### src/rtl/core/dcp_pkg.sv
// Shared constants for the delta correlating prefetcher.
`timescale 1ns / 1ps
package dcp_pkg;
    localparam int ADDR_W            = 32;
    localparam int SHIFT_W           = 4;
    localparam int TABLE_ENTRIES_DEF = 128;
    localparam int HISTORY_DEPTH_DEF = 6;
    localparam int DELTA_BITS_DEF    = 9;
    localparam int CELL_GROUP        = 16;
    localparam logic [SHIFT_W-1:0] BLOCK_SHIFT_RST = 4'd6;
endpackage

### src/rtl/core/dcp_cell.sv
// One table entry: tag compare, masked hand-on of its payload, write port.
`timescale 1ns / 1ps
module dcp_cell #(
    parameter int DATA_W = 64
) (
    input  logic                       clk,
    input  logic                       rst_n,
    input  logic                       lookup,
    input  logic [dcp_pkg::ADDR_W-1:0] key,
    input  logic                       wr_en,
    input  logic [dcp_pkg::ADDR_W-1:0] wr_tag,
    input  logic [DATA_W-1:0]          wr_data,
    input  logic [DATA_W-1:0]          chain_in,
    output logic [DATA_W-1:0]          chain_out,
    output logic                       hit
);
    logic                       valid_reg;
    logic                       hit_reg;
    logic [dcp_pkg::ADDR_W-1:0] tag_reg;
    logic [DATA_W-1:0]          data_reg;

    always_ff @(posedge clk or negedge rst_n)
    begin
        if (!rst_n)
        begin
            valid_reg <= 1'b0;
            hit_reg   <= 1'b0;
        end
        else
        begin
            if (wr_en)
                valid_reg <= 1'b1;
            if (lookup)
                hit_reg <= valid_reg && (tag_reg == key);
        end
    end

    always_ff @(posedge clk)
    begin
        if (wr_en)
        begin
            tag_reg  <= wr_tag;
            data_reg <= wr_data;
        end
    end

    // only the hit cell adds its payload to what passes along the row
    assign chain_out = chain_in | ({DATA_W{hit_reg}} & data_reg);
    assign hit       = hit_reg;
endmodule
### config.mk
export PLATFORM = sky130hd
export DESIGN_NAME = dcp_cell
export DESIGN_NICKNAME = d
export VERILOG_FILES = /design/src/rtl/core/dcp_pkg.sv /design/src/rtl/core/dcp_cell.sv
export SDC_FILE = /design/constraint.sdc
export NUM_CORES = 1
export LEC_CHECK = 0
export BUFFER_PORTS_ARGS = -buffer_cell sky130_fd_sc_hd__buf_2
export CORE_MARGIN = 4
export CORE_UTILIZATION = 37
export DETAILED_ROUTE_END_ITERATION = 16
export GPL_ROUTABILITY_DRIVEN = 0
export PLACE_DENSITY = 0.81
export SLEW_MARGIN = 10
export SYNTH_ARGS = -nofsm -noshare
export SYNTH_HDL_FRONTEND = slang
export SYNTH_SLANG_ARGS = --single-unit
### constraint.sdc
create_clock -name clk -period 1.5 [get_ports clk]
set_input_delay 0.15 -clock clk [delete_from_list [all_inputs] [get_ports clk]]
set_output_delay 0.15 -clock clk [all_outputs]
set_load 0.03 [all_outputs]
==> results.md, run 1 <==
* Row count at 36
* Core box area at 0.00991 mm^2
* RSZ-0062 raised after global routing: yes
* Max reg flops at 64
* Fmax at 607 MHz
* Slew headroom at 78.7%
* Worst slew pin tran at 0.319 ns
* Fin nets at 782
* Count leader, synth: edfxtp_1
* Vias in the first global route at 3,773
* WL met3 at 1080 um
* First-pass GRT wire length at 18,300 um
* Reg-to-Reg Start: tag_reg[13]
* Die Wd at 110 um
* Crit path launch type: register
* Total number of yosys warnings at 0
* DRC at 0
* P&R area growth vs syn at 81.6%
* Overall power at 6090 uW
* CTS Buffer Depth at 2
* Leakage power at 0.00326 uW
* Mapped Cells at 215
* Sequential element share of the synthesized area at 76.7%
* Period utilization at 110%
* Antenna violations before repair at 0
* Worst Setup SP: tag_reg[13]
* H-Tree Depth at 3
* Syn avg cell area at 17.8 um^2
* CTS Buf Count at 9
* Arr. time, crit path at 1.92 ns
* Reg2reg setup slack at -0.15 ns
* Register bit total from synthesis at 98
* Post-DR vias/cell at 4.72
* Most instantiated cells after synthesis: edfxtp_1, a21o_1, xor2_1, xnor2_1, clkbuf_1
* # fillers at 652
* GRT overflow at 0
* Netlist cell types at 14
* Initial core utilization at 38.6%
* DR WL met2 at 7430 um
* Crit end category: register
* Mapped Area at 0.00383 mm^2
* Status: complete, but fails checks
* DRT iter0 DRCs at 174
* Clock Sinks at 98
* CP required at 1.77 ns
* RR Endpoint: hit
* Area share of the largest cell type after synthesis at 75.3%
* R2R cell count at 5
* Largest net degree at the start of global routing at 54
* Setup Fix Bufs, Post-CTS at 0
* Crit-path max FO at 1
* EDFF count, synth at 96
* Finish-stage setup viols at 66
* Minimum clock period after layout at 1.65 ns
* Drt total wl at 13,700 um
* Synth area leader: edfxtp_1
* Overall Global Routing Usage at 20.7%
* ANT nets after route at 0
* Hpwl dp at 8120 um
* Die Ht at 110 um
* HP Class: input pin to asynchronous set/reset pin
* Violated checks: negative setup slack
* Final Hold Viols at 0
* Setup TNS at -4.86 ns
* Detailed Routing Iterations Pass 1 at 4
* Top cells by area, synth: edfxtp_1, a21o_1, xor2_1
* Synthesized Nets at 411
* Routed met1 length at 4800 um
* Pre-CTS WS at -0.204 ns
* Pins Over Slew Limit at 0
* Insertion delay to the later sink of the worst-skew pair at 0.35 ns
* Fin worst setup slack at -0.148 ns
* Routed WL per cell at 18.8 um
* Share of cells above drive strength 1 at 48.9%
* End of the critical path: hit
* Clk pin slew, worst setup/hold paths at 0.09 ns
* Die Area at 0.0120 mm^2
* Via count at 3,422
* CTS root buf: clkbuf_8
* Setup Skew at 0.00666 ns
* Total of max-cap violations at 0
* Max Used Layer: met4
* Ys flop type: edfxtp_1
* Pwr per Cell Area at 876 mW/mm^2
* TritonCTS clock tree: done
* FFs w/ async S/R, synth at 2.04%
* CP Class: register to register
* IO Pins at 261
* Buffers on Ports at 260
* Maximum resistive drop on vdd at 579 uV
worst max-delay path: stages, from the launching register on:
cell and delay [ns]:
edfxtp_1 0.40, xor2_1 0.17, nor4_2 0.34, nand4_1 0.15, or4_4 0.43, o22ai_2 0.09
layout make-up:
cell class	count	area, um^2	share of cell area (%)
antenna	1	2.50	0.0360
clock buffer	13	139	2.00
clock inverter	3	40.0	0.576
inverter	1	3.75	0.0540
multi-input combinational	109	886	12.7
sequential	98	2930	42.2
tap	133	166	2.40
timing repair buffer	367	2780	40.0
how the worst min path moves through the flow:
stage                     start        end  slack, ns  cells past startpoint
after floorplan           rst_n        hit      -0.15                      0
after global placement    rst_n  valid_reg      -0.06                      1
after detailed placement  rst_n  valid_reg      -0.06                      1
after CTS                 rst_n        hit       0.08                      2
after global routing      rst_n        hit       0.11                      2
final                     rst_n        hit       0.12                      2
layer usage:
layer  up-vias  track usage [%]
met3        30             5.99
met1      1626             21.5
met4         0             9.53
met2       196             38.3
met5         -                0
li1       1570                -
report_power, final:
part | leakage [uW] | switching [uW] | internal [uW] | total, uW
logic | 0.00221 | 511 | 614 | 1130
registers | 0.000961 | 84.5 | 3240 | 3330
clock network | 0.0000914 | 863 | 771 | 1630
total | 0.00326 | 1460 | 4630 | 6090
placed cells by master, fill, tap and decap left out, drive strengths merged:
cell / synthesis / layout
a21o: 64 / 64
buf: 0 / 266
bufinv: 0 / 1
clkbuf: 7 / 16
clkinv: 0 / 2
dfrtp: 2 / 2
diode: 0 / 1
dlygate4sd3: 0 / 98
edfxtp: 96 / 96
inv: 1 / 1
nand3: 1 / 1
nand4: 4 / 4
nor4: 5 / 5
o22ai: 1 / 1
or2: 1 / 1
or4: 1 / 1
xnor2: 12 / 12
xor2: 20 / 20
cell families (layout without fill, tap and decap cells):
group / after synthesis / count (layout) / share of synthesized area [%]
AOI/OAI and AO/OA: 65 / 65 / 12.9
buffers and inverters: 8 / 384 / 0.785
and+or+nand+nor: 12 / 12 / 2.35
DFF: 98 / 98 / 76.7
xor gates and xnor gates: 32 / 32 / 7.33
other: 0 / 1 / 0
stage by stage:
step | util [%] | cells | instance area (um^2) | hold WS (ns)
floorplan | - | 215 | 3830 | -0.146
global placement | 54.0 | 606 | 5350 | -0.0626
detailed placement | 54.0 | 606 | 5350 | -0.0627
CTS | 69.0 | 720 | 6830 | 0.0828
global route | 70.1 | 724 | 6950 | 0.114
finish | 70.1 | 725 | 6950 | 0.124
repair_timing:
item,in CTS,in global routing
gates resized for setup,103,6
pin swaps,5,2
endpoints found under the setup margin,53,59
hold buffers,98,0
hold endpoints to repair,99,0
cloned,0,4
(Power assumes the default switching activity.)
==> run 2: changes to the inputs <==
--- a/config.mk
+++ b/config.mk
@@ -6,7 +6,6 @@
 export NUM_CORES = 1
 export LEC_CHECK = 0
 export BUFFER_PORTS_ARGS = -buffer_cell sky130_fd_sc_hd__buf_2
-export CORE_MARGIN = 4
 export CORE_UTILIZATION = 37
 export DETAILED_ROUTE_END_ITERATION = 16
 export GPL_ROUTABILITY_DRIVEN = 0
==> run 2 against run 1 <==
Effect of this change: the flow still finishes with violations (negative setup slack); cell count grew 1.1%; fmax fell by 0.58%; first-iteration DRC count up 14%; non-clock buffer count rose by 9; hold slack better by 0.010 ns; highest routed layer unchanged.
==> results.md, run 2 (synthesis results as in run 1) <==
* Status: complete, but fails checks (unchanged)
* Violated checks: negative setup slack (unchanged)
* Most frequent cells in the layout: buf_2, dlygate4sd3_1, edfxtp_1 (unchanged)
* Max Used Layer: met4 (unchanged)
* Routed WL per cell at 17.6 um (was 18.8 um)
* CTS Buf Count at 9 (unchanged)
* Placed Area at 0.00536 mm^2 (was 0.00535 mm^2)
* Fmax at 603 MHz (was 607 MHz)
* Die Wd at 104 um (was 110 um)
* Slowest stage delay, CP at 0.44 ns (was 0.43 ns)
* Drt total wl at 12,900 um (was 13,700 um)
* H-Tree Depth at 3 (unchanged)
* Maximum resistive drop on vdd at 514 uV (was 579 uV)
* R2R cell count at 5 (unchanged)
* Finish-stage setup viols at 65 (was 66)
* Switching pwr at 1470 uW (was 1460 uW)
* Vias in the first global route at 3,824 (was 3,773)
* CP required at 1.77 ns (about the same)
* Core box area at 0.00991 mm^2 (unchanged)
* Crit-path max FO at 1 (unchanged)
* Insertion delay to the later sink of the worst-skew pair at 0.34 ns (was 0.35 ns)
* RSZ-0062 raised after global routing: yes (unchanged)
* Crit end category: register (unchanged)
* DR WL met2 at 6960 um (was 7430 um)
* Setup Skew at 0.00197 ns (was 0.00666 ns)
* Die Ht at 104 um (was 110 um)
* Period utilization at 111% (was 110%)
* Leakage power at 0.00329 uW (was 0.00326 uW)
* Initial core utilization at 38.6% (unchanged)
* Slew headroom at 79.9% (was 78.7%)
* Die Area at 0.0108 mm^2 (was 0.0120 mm^2)
* CP Class: register to register (unchanged)
* Fin worst setup slack at -0.158 ns (was -0.148 ns)
* GRT overflow at 0 (unchanged)
* P&R area growth vs syn at 83.4% (was 81.6%)
* Family with the most delay on the worst path: simple AND/OR/NAND/NOR gates (unchanged)
* # fillers at 637 (was 652)
* Total of max-cap violations at 0 (unchanged)
* Slowest stage cell, crit path: or4_4 (unchanged)
* Antenna violations before repair at 0 (unchanged)
* Combinational cell fraction of total power at 19.0% (was 18.5%)
* Largest net degree at the start of global routing at 41 (was 54)
* Overall Global Routing Usage at 22.5% (was 20.7%)
* CTS root buf: clkbuf_8 (unchanged)
* Net Sw Frac at 24.9% (was 24.0%)
* Post-DR vias/cell at 4.75 (was 4.72)
* Routed met1 length at 4410 um (was 4800 um)
* Buffers on Ports at 260 (unchanged)
* Sequential share of power at 56.1% (was 54.7%)
* CTS Buffer Depth at 2 (unchanged)
* IO Pins at 261 (unchanged)
* First-pass GRT wire length at 18,500 um (was 18,300 um)
* Share of cells above drive strength 1 at 49.7% (was 48.9%)
* Final Hold Viols at 0 (unchanged)
* Crit path buf inv count at 0 (unchanged)
* Worst slew pin tran at 0.301 ns (was 0.319 ns)
* Pwr per Cell Area at 845 mW/mm^2 (was 876 mW/mm^2)
* WL met3 at 1000 um (was 1080 um)
* DRC at 0 (unchanged)
* ANT nets after route at 0 (unchanged)
* Minimum clock period after layout at 1.66 ns (was 1.65 ns)
* Clk pin slew, worst setup/hold paths at 0.09 ns (about the same)
* Critical path depth at 5 (unchanged)
* Fin nets at 791 (was 782)
* DRT iter0 DRCs at 199 (was 174)
* Via count at 3,481 (was 3,422)
* Most common cell after layout, fill and taps aside: buf_2 (unchanged)
* Crit path cell chain: xor2_1 -> nor4_2 -> nand4_1 -> or4_4 -> o22ai_2 (unchanged)
* Row count at 36 (unchanged)
* Design Area, Final at 0.00702 mm^2 (was 0.00695 mm^2)
* Pint at 4450 uW (was 4630 uW)
* Setup TNS at -4.48 ns (was -4.86 ns)
* Arr. time, crit path at 1.93 ns (was 1.92 ns)
* Clock network fraction of total power at 24.9% (was 26.9%)
* Pre-CTS WS at -0.239 ns (was -0.204 ns)
* Crit path launch type: register (unchanged)
* HP Class: input pin to asynchronous set/reset pin (unchanged)
* Pins Over Slew Limit at 0 (unchanged)
* Clock Sinks at 98 (unchanged)
* Hpwl dp at 7170 um (was 8120 um)
* # diodes at 0 (was 1)
* Detailed Routing Iterations Pass 1 at 4 (unchanged)
* Overall power at 5930 uW (was 6090 uW)
* TritonCTS clock tree: done (unchanged)
* Fin Hold WS at 0.134 ns (was 0.124 ns)
* Max reg flops at 64 (unchanged)
## run 2: worst paths after layout
path / from / end / slack, ns
max reg2reg: tag_reg[12] / hit / -0.16
min in group clk: key[0] / hit / 0.13
min: rst_n / hit / 0.13
min reg2reg: valid_reg / valid_reg / 0.50
max in group asynchronous: rst_n / hit / 1.26
max: tag_reg[12] / hit / -0.16
## run 2: metal layers
layer  vias to the layer above  global-route usage (%)
li1                       1587                       -
met1                      1630                    22.1
met2                       219                    42.9
met3                        45                    5.29
met4                         0                    12.4
met5                         -                       0
## run 2: area by class of cell
class	instances	area [um^2]	area share, %
inverters	1	3.75	0.0535
clock inverters	5	31.3	0.446
multi-input cells	109	886	12.6
repair buffers	376	2860	40.8
well taps	133	166	2.37
flip-flops and latches	98	2930	41.8
clock buffers	11	131	1.87
## run 2: power groups by stage
stage / combinational (uW) / clock, uW / sequential (uW)
after detailed placement: 787 / 0 / 3380
after global routing: 1190 / 1590 / 3340
after global placement: 767 / 0 / 3370
after floorplan: 354 / 0 / 3350
final: 1130 / 1480 / 3320
after CTS: 1080 / 1510 / 3320
## run 2: repair_timing
item,in CTS,in global routing
resized for setup,92,22
endpoints found under the setup margin,31,61
buffers inserted,0,7
cloned,0,4
pin swaps,3,2
endpoints found under the hold margin,99,0
hold buffers,98,0
## run 2: stage by stage
step	util (%)	cells
floorplan	-	215
global placement	54.1	608
CTS	68.6	722
detailed placement	54.1	608
finish	70.8	733
global route	70.8	733
## run 2: worst reg2reg max path, stage by stage (launching register included)
cell      delay, ns
edfxtp_1       0.41
xor2_1         0.17
nor4_2         0.30
nand4_1        0.18
or4_4          0.44
o22ai_2        0.09
==> run 3: changes to the inputs <==
--- a/config.mk
+++ b/config.mk
@@ -10,6 +10,7 @@
 export DETAILED_ROUTE_END_ITERATION = 16
 export GPL_ROUTABILITY_DRIVEN = 0
 export PLACE_DENSITY = 0.81
+export RECOVER_POWER = 100
 export SLEW_MARGIN = 10
 export SYNTH_ARGS = -nofsm -noshare
 export SYNTH_HDL_FRONTEND = slang
==> run 3 against run 2 <==
Effect of this change: the run still ends with negative setup slack left; final area down 0.48%; routed wire length rose by 0.26%; flip-flop and latch count did not move; critical path depth unchanged; first-iteration DRC count decreased by 5.5%; combinational power about the same.
==> results.md, run 3 (synthesis results as in run 1) <==
* Largest net degree at the start of global routing at 41 (unchanged)
* Post-DR vias/cell at 4.78 (was 4.75)
* Crit path cell chain: xor2_1 -> nor4_2 -> nand4_1 -> or4_4 -> o22ai_2 (unchanged)
* GRT overflow at 0 (unchanged)
* Fin worst setup slack at -0.160 ns (was -0.158 ns)
* Crit end category: register (unchanged)
* Pre-CTS WS at -0.239 ns (unchanged)
* Status: complete, but fails checks (unchanged)
* Die Wd at 104 um (unchanged)
* Arr. time, crit path at 1.93 ns (about the same)
* Core box area at 0.00991 mm^2 (unchanged)
* Period utilization at 111% (about the same)
* Insertion delay to the later sink of the worst-skew pair at 0.34 ns (about the same)
* Slowest stage cell, crit path: or4_4 (unchanged)
* Row count at 36 (unchanged)
* TritonCTS clock tree: done (unchanged)
* Fin nets at 791 (unchanged)
* CTS Buf Count at 9 (unchanged)
* Hpwl dp at 7170 um (unchanged)
* Final Hold Viols at 0 (unchanged)
* Die Area at 0.0108 mm^2 (unchanged)
* Overall power at 5910 uW (was 5930 uW)
* Antenna violations before repair at 0 (unchanged)
* Crit path launch type: register (unchanged)
* Clock Sinks at 98 (unchanged)
* HP Class: input pin to register (was input pin to asynchronous set/reset pin)
* Pwr per Cell Area at 847 mW/mm^2 (was 845 mW/mm^2)
* Finish-stage setup viols at 65 (unchanged)
* CP Class: register to register (unchanged)
* Setup Skew at 0.00219 ns (was 0.00197 ns)
* DRT iter0 DRCs at 188 (was 199)
* Die Ht at 104 um (unchanged)
* Worst slew pin tran at 1.13 ns (was 0.301 ns)
* Vias in the first global route at 3,824 (unchanged)
* DRC at 0 (unchanged)
* Post-route non-filler standard cell count at 733 (unchanged)
* CTS Buffer Depth at 2 (unchanged)
* Fin Hold WS at 0.135 ns (was 0.134 ns)
* Slowest stage delay, CP at 0.44 ns (about the same)
* Total of max-cap violations at 0 (unchanged)
* Maximum resistive drop on vdd at 514 uV (about the same)
* Share of cells above drive strength 1 at 49.0% (was 49.7%)
* Routed WL per cell at 17.7 um (was 17.6 um)
* CP required at 1.77 ns (about the same)
* ANT nets after route at 0 (unchanged)
* H-Tree Depth at 3 (unchanged)
* IO Pins at 261 (unchanged)
* Overall Global Routing Usage at 22.5% (unchanged)
* Drt total wl at 13,000 um (was 12,900 um)
* CTS root buf: clkbuf_8 (unchanged)
* Crit-path max FO at 1 (unchanged)
* Leakage power at 0.00327 uW (was 0.00329 uW)
* Minimum clock period after layout at 1.66 ns (about the same)
* Via count at 3,504 (was 3,481)
* Most common cell after layout, fill and taps aside: buf_2 (unchanged)
* Pins Over Slew Limit at 0 (unchanged)
* # placed instances at 608 (unchanged)
* Slew headroom at 24.4% (was 79.9%)
* Max reg flops at 64 (unchanged)
* Violated checks: negative setup slack (unchanged)
* Buffers on Ports at 260 (unchanged)
* First-pass GRT wire length at 18,500 um (unchanged)
* Detailed Routing Iterations Pass 1 at 4 (unchanged)
* Initial core utilization at 38.6% (unchanged)
* Most frequent cells in the layout: buf_2, dlygate4sd3_1, edfxtp_1 (unchanged)
* Clk pin slew, worst setup/hold paths at 0.09 ns (about the same)
* Fmax at 603 MHz (about the same)
* P&R area growth vs syn at 82.5% (was 83.4%)
* RSZ-0062 raised after global routing: yes (unchanged)
* # diodes at 0 (unchanged)
## run 3: changes by cell type in the layout (fill, tap and decap cells not counted)
cell | before | now
clkbuf_4 | 0 | 1
buf_4 | 6 | 3
buf_12 | 6 | 4
buf_6 | 52 | 53
clkbuf_1 | 2 | 6
clkbuf_2 | 0 | 2
buf_2 | 210 | 207
## run 3: final cells by class
| type | instances | area, um^2 |
|---|---|---|
| repair buffers | 376 | 2830 |
| clock inverters | 5 | 31.3 |
| inverters | 1 | 3.75 |
| well taps | 133 | 166 |
| flip-flops and latches | 98 | 2930 |
| fillers | 642 | 2930 |
| clock buffers | 11 | 131 |
| multi-input cells | 109 | 886 |
## run 3: per-stage QoR
stage / util [%] / cell area (um^2) / TNS, ns
after global routing: 70.5 / 6980 / -8.14
after global placement: 54.1 / 5360 / -0.193
after CTS: 68.6 / 6800 / -0.190
after floorplan: - / 3830 / -2.47
after detailed placement: 54.1 / 5360 / -0.239
final: 70.5 / 6980 / -4.79
## run 3: metal layers
layer,routed length [um],global-route usage (%),vias to the layer above
met5,0,0,-
met4,579,12.4,0
met3,969,5.29,47
met2,6980,42.9,228
met1,4430,22.1,1638
li1,-,-,1591
## run 3: final timing paths
path                        endpoint  cells past startpoint        start  slack, ns
min reg2reg                valid_reg                      1    valid_reg       0.50
max reg2reg                      hit                      5  tag_reg[12]      -0.16
max in group asynchronous        hit                      2        rst_n       1.22
min in group asynchronous        hit                      2        rst_n       0.14
max                              hit                      5  tag_reg[12]      -0.16
min                              hit                      4       key[0]       0.13
## run 3: report_power, final
| part | switching, uW | internal [uW] | total (uW) |
|---|---|---|---|
| clock network | 875 | 598 | 1470 |
| logic | 511 | 605 | 1120 |
| registers | 81.5 | 3240 | 3320 |
## run 3: critical path, delay by kind of cell (launching register included)
| kind | cells | cell delay [ns] |
|---|---|---|
| flops | 1 | 0.41 |
| xor+xnor | 1 | 0.17 |
| simple gates | 3 | 0.92 |
| compound gates | 1 | 0.09 |
## run 3: what timing repair did
action                                 CTS  global route
gates resized for setup                 92            22
hold buffers                            98             0
setup endpoints to repair               31            61
endpoints found under the hold margin   99             0
cloned                                   0             4
setup buffers                            0             7
pin swaps                                3             2
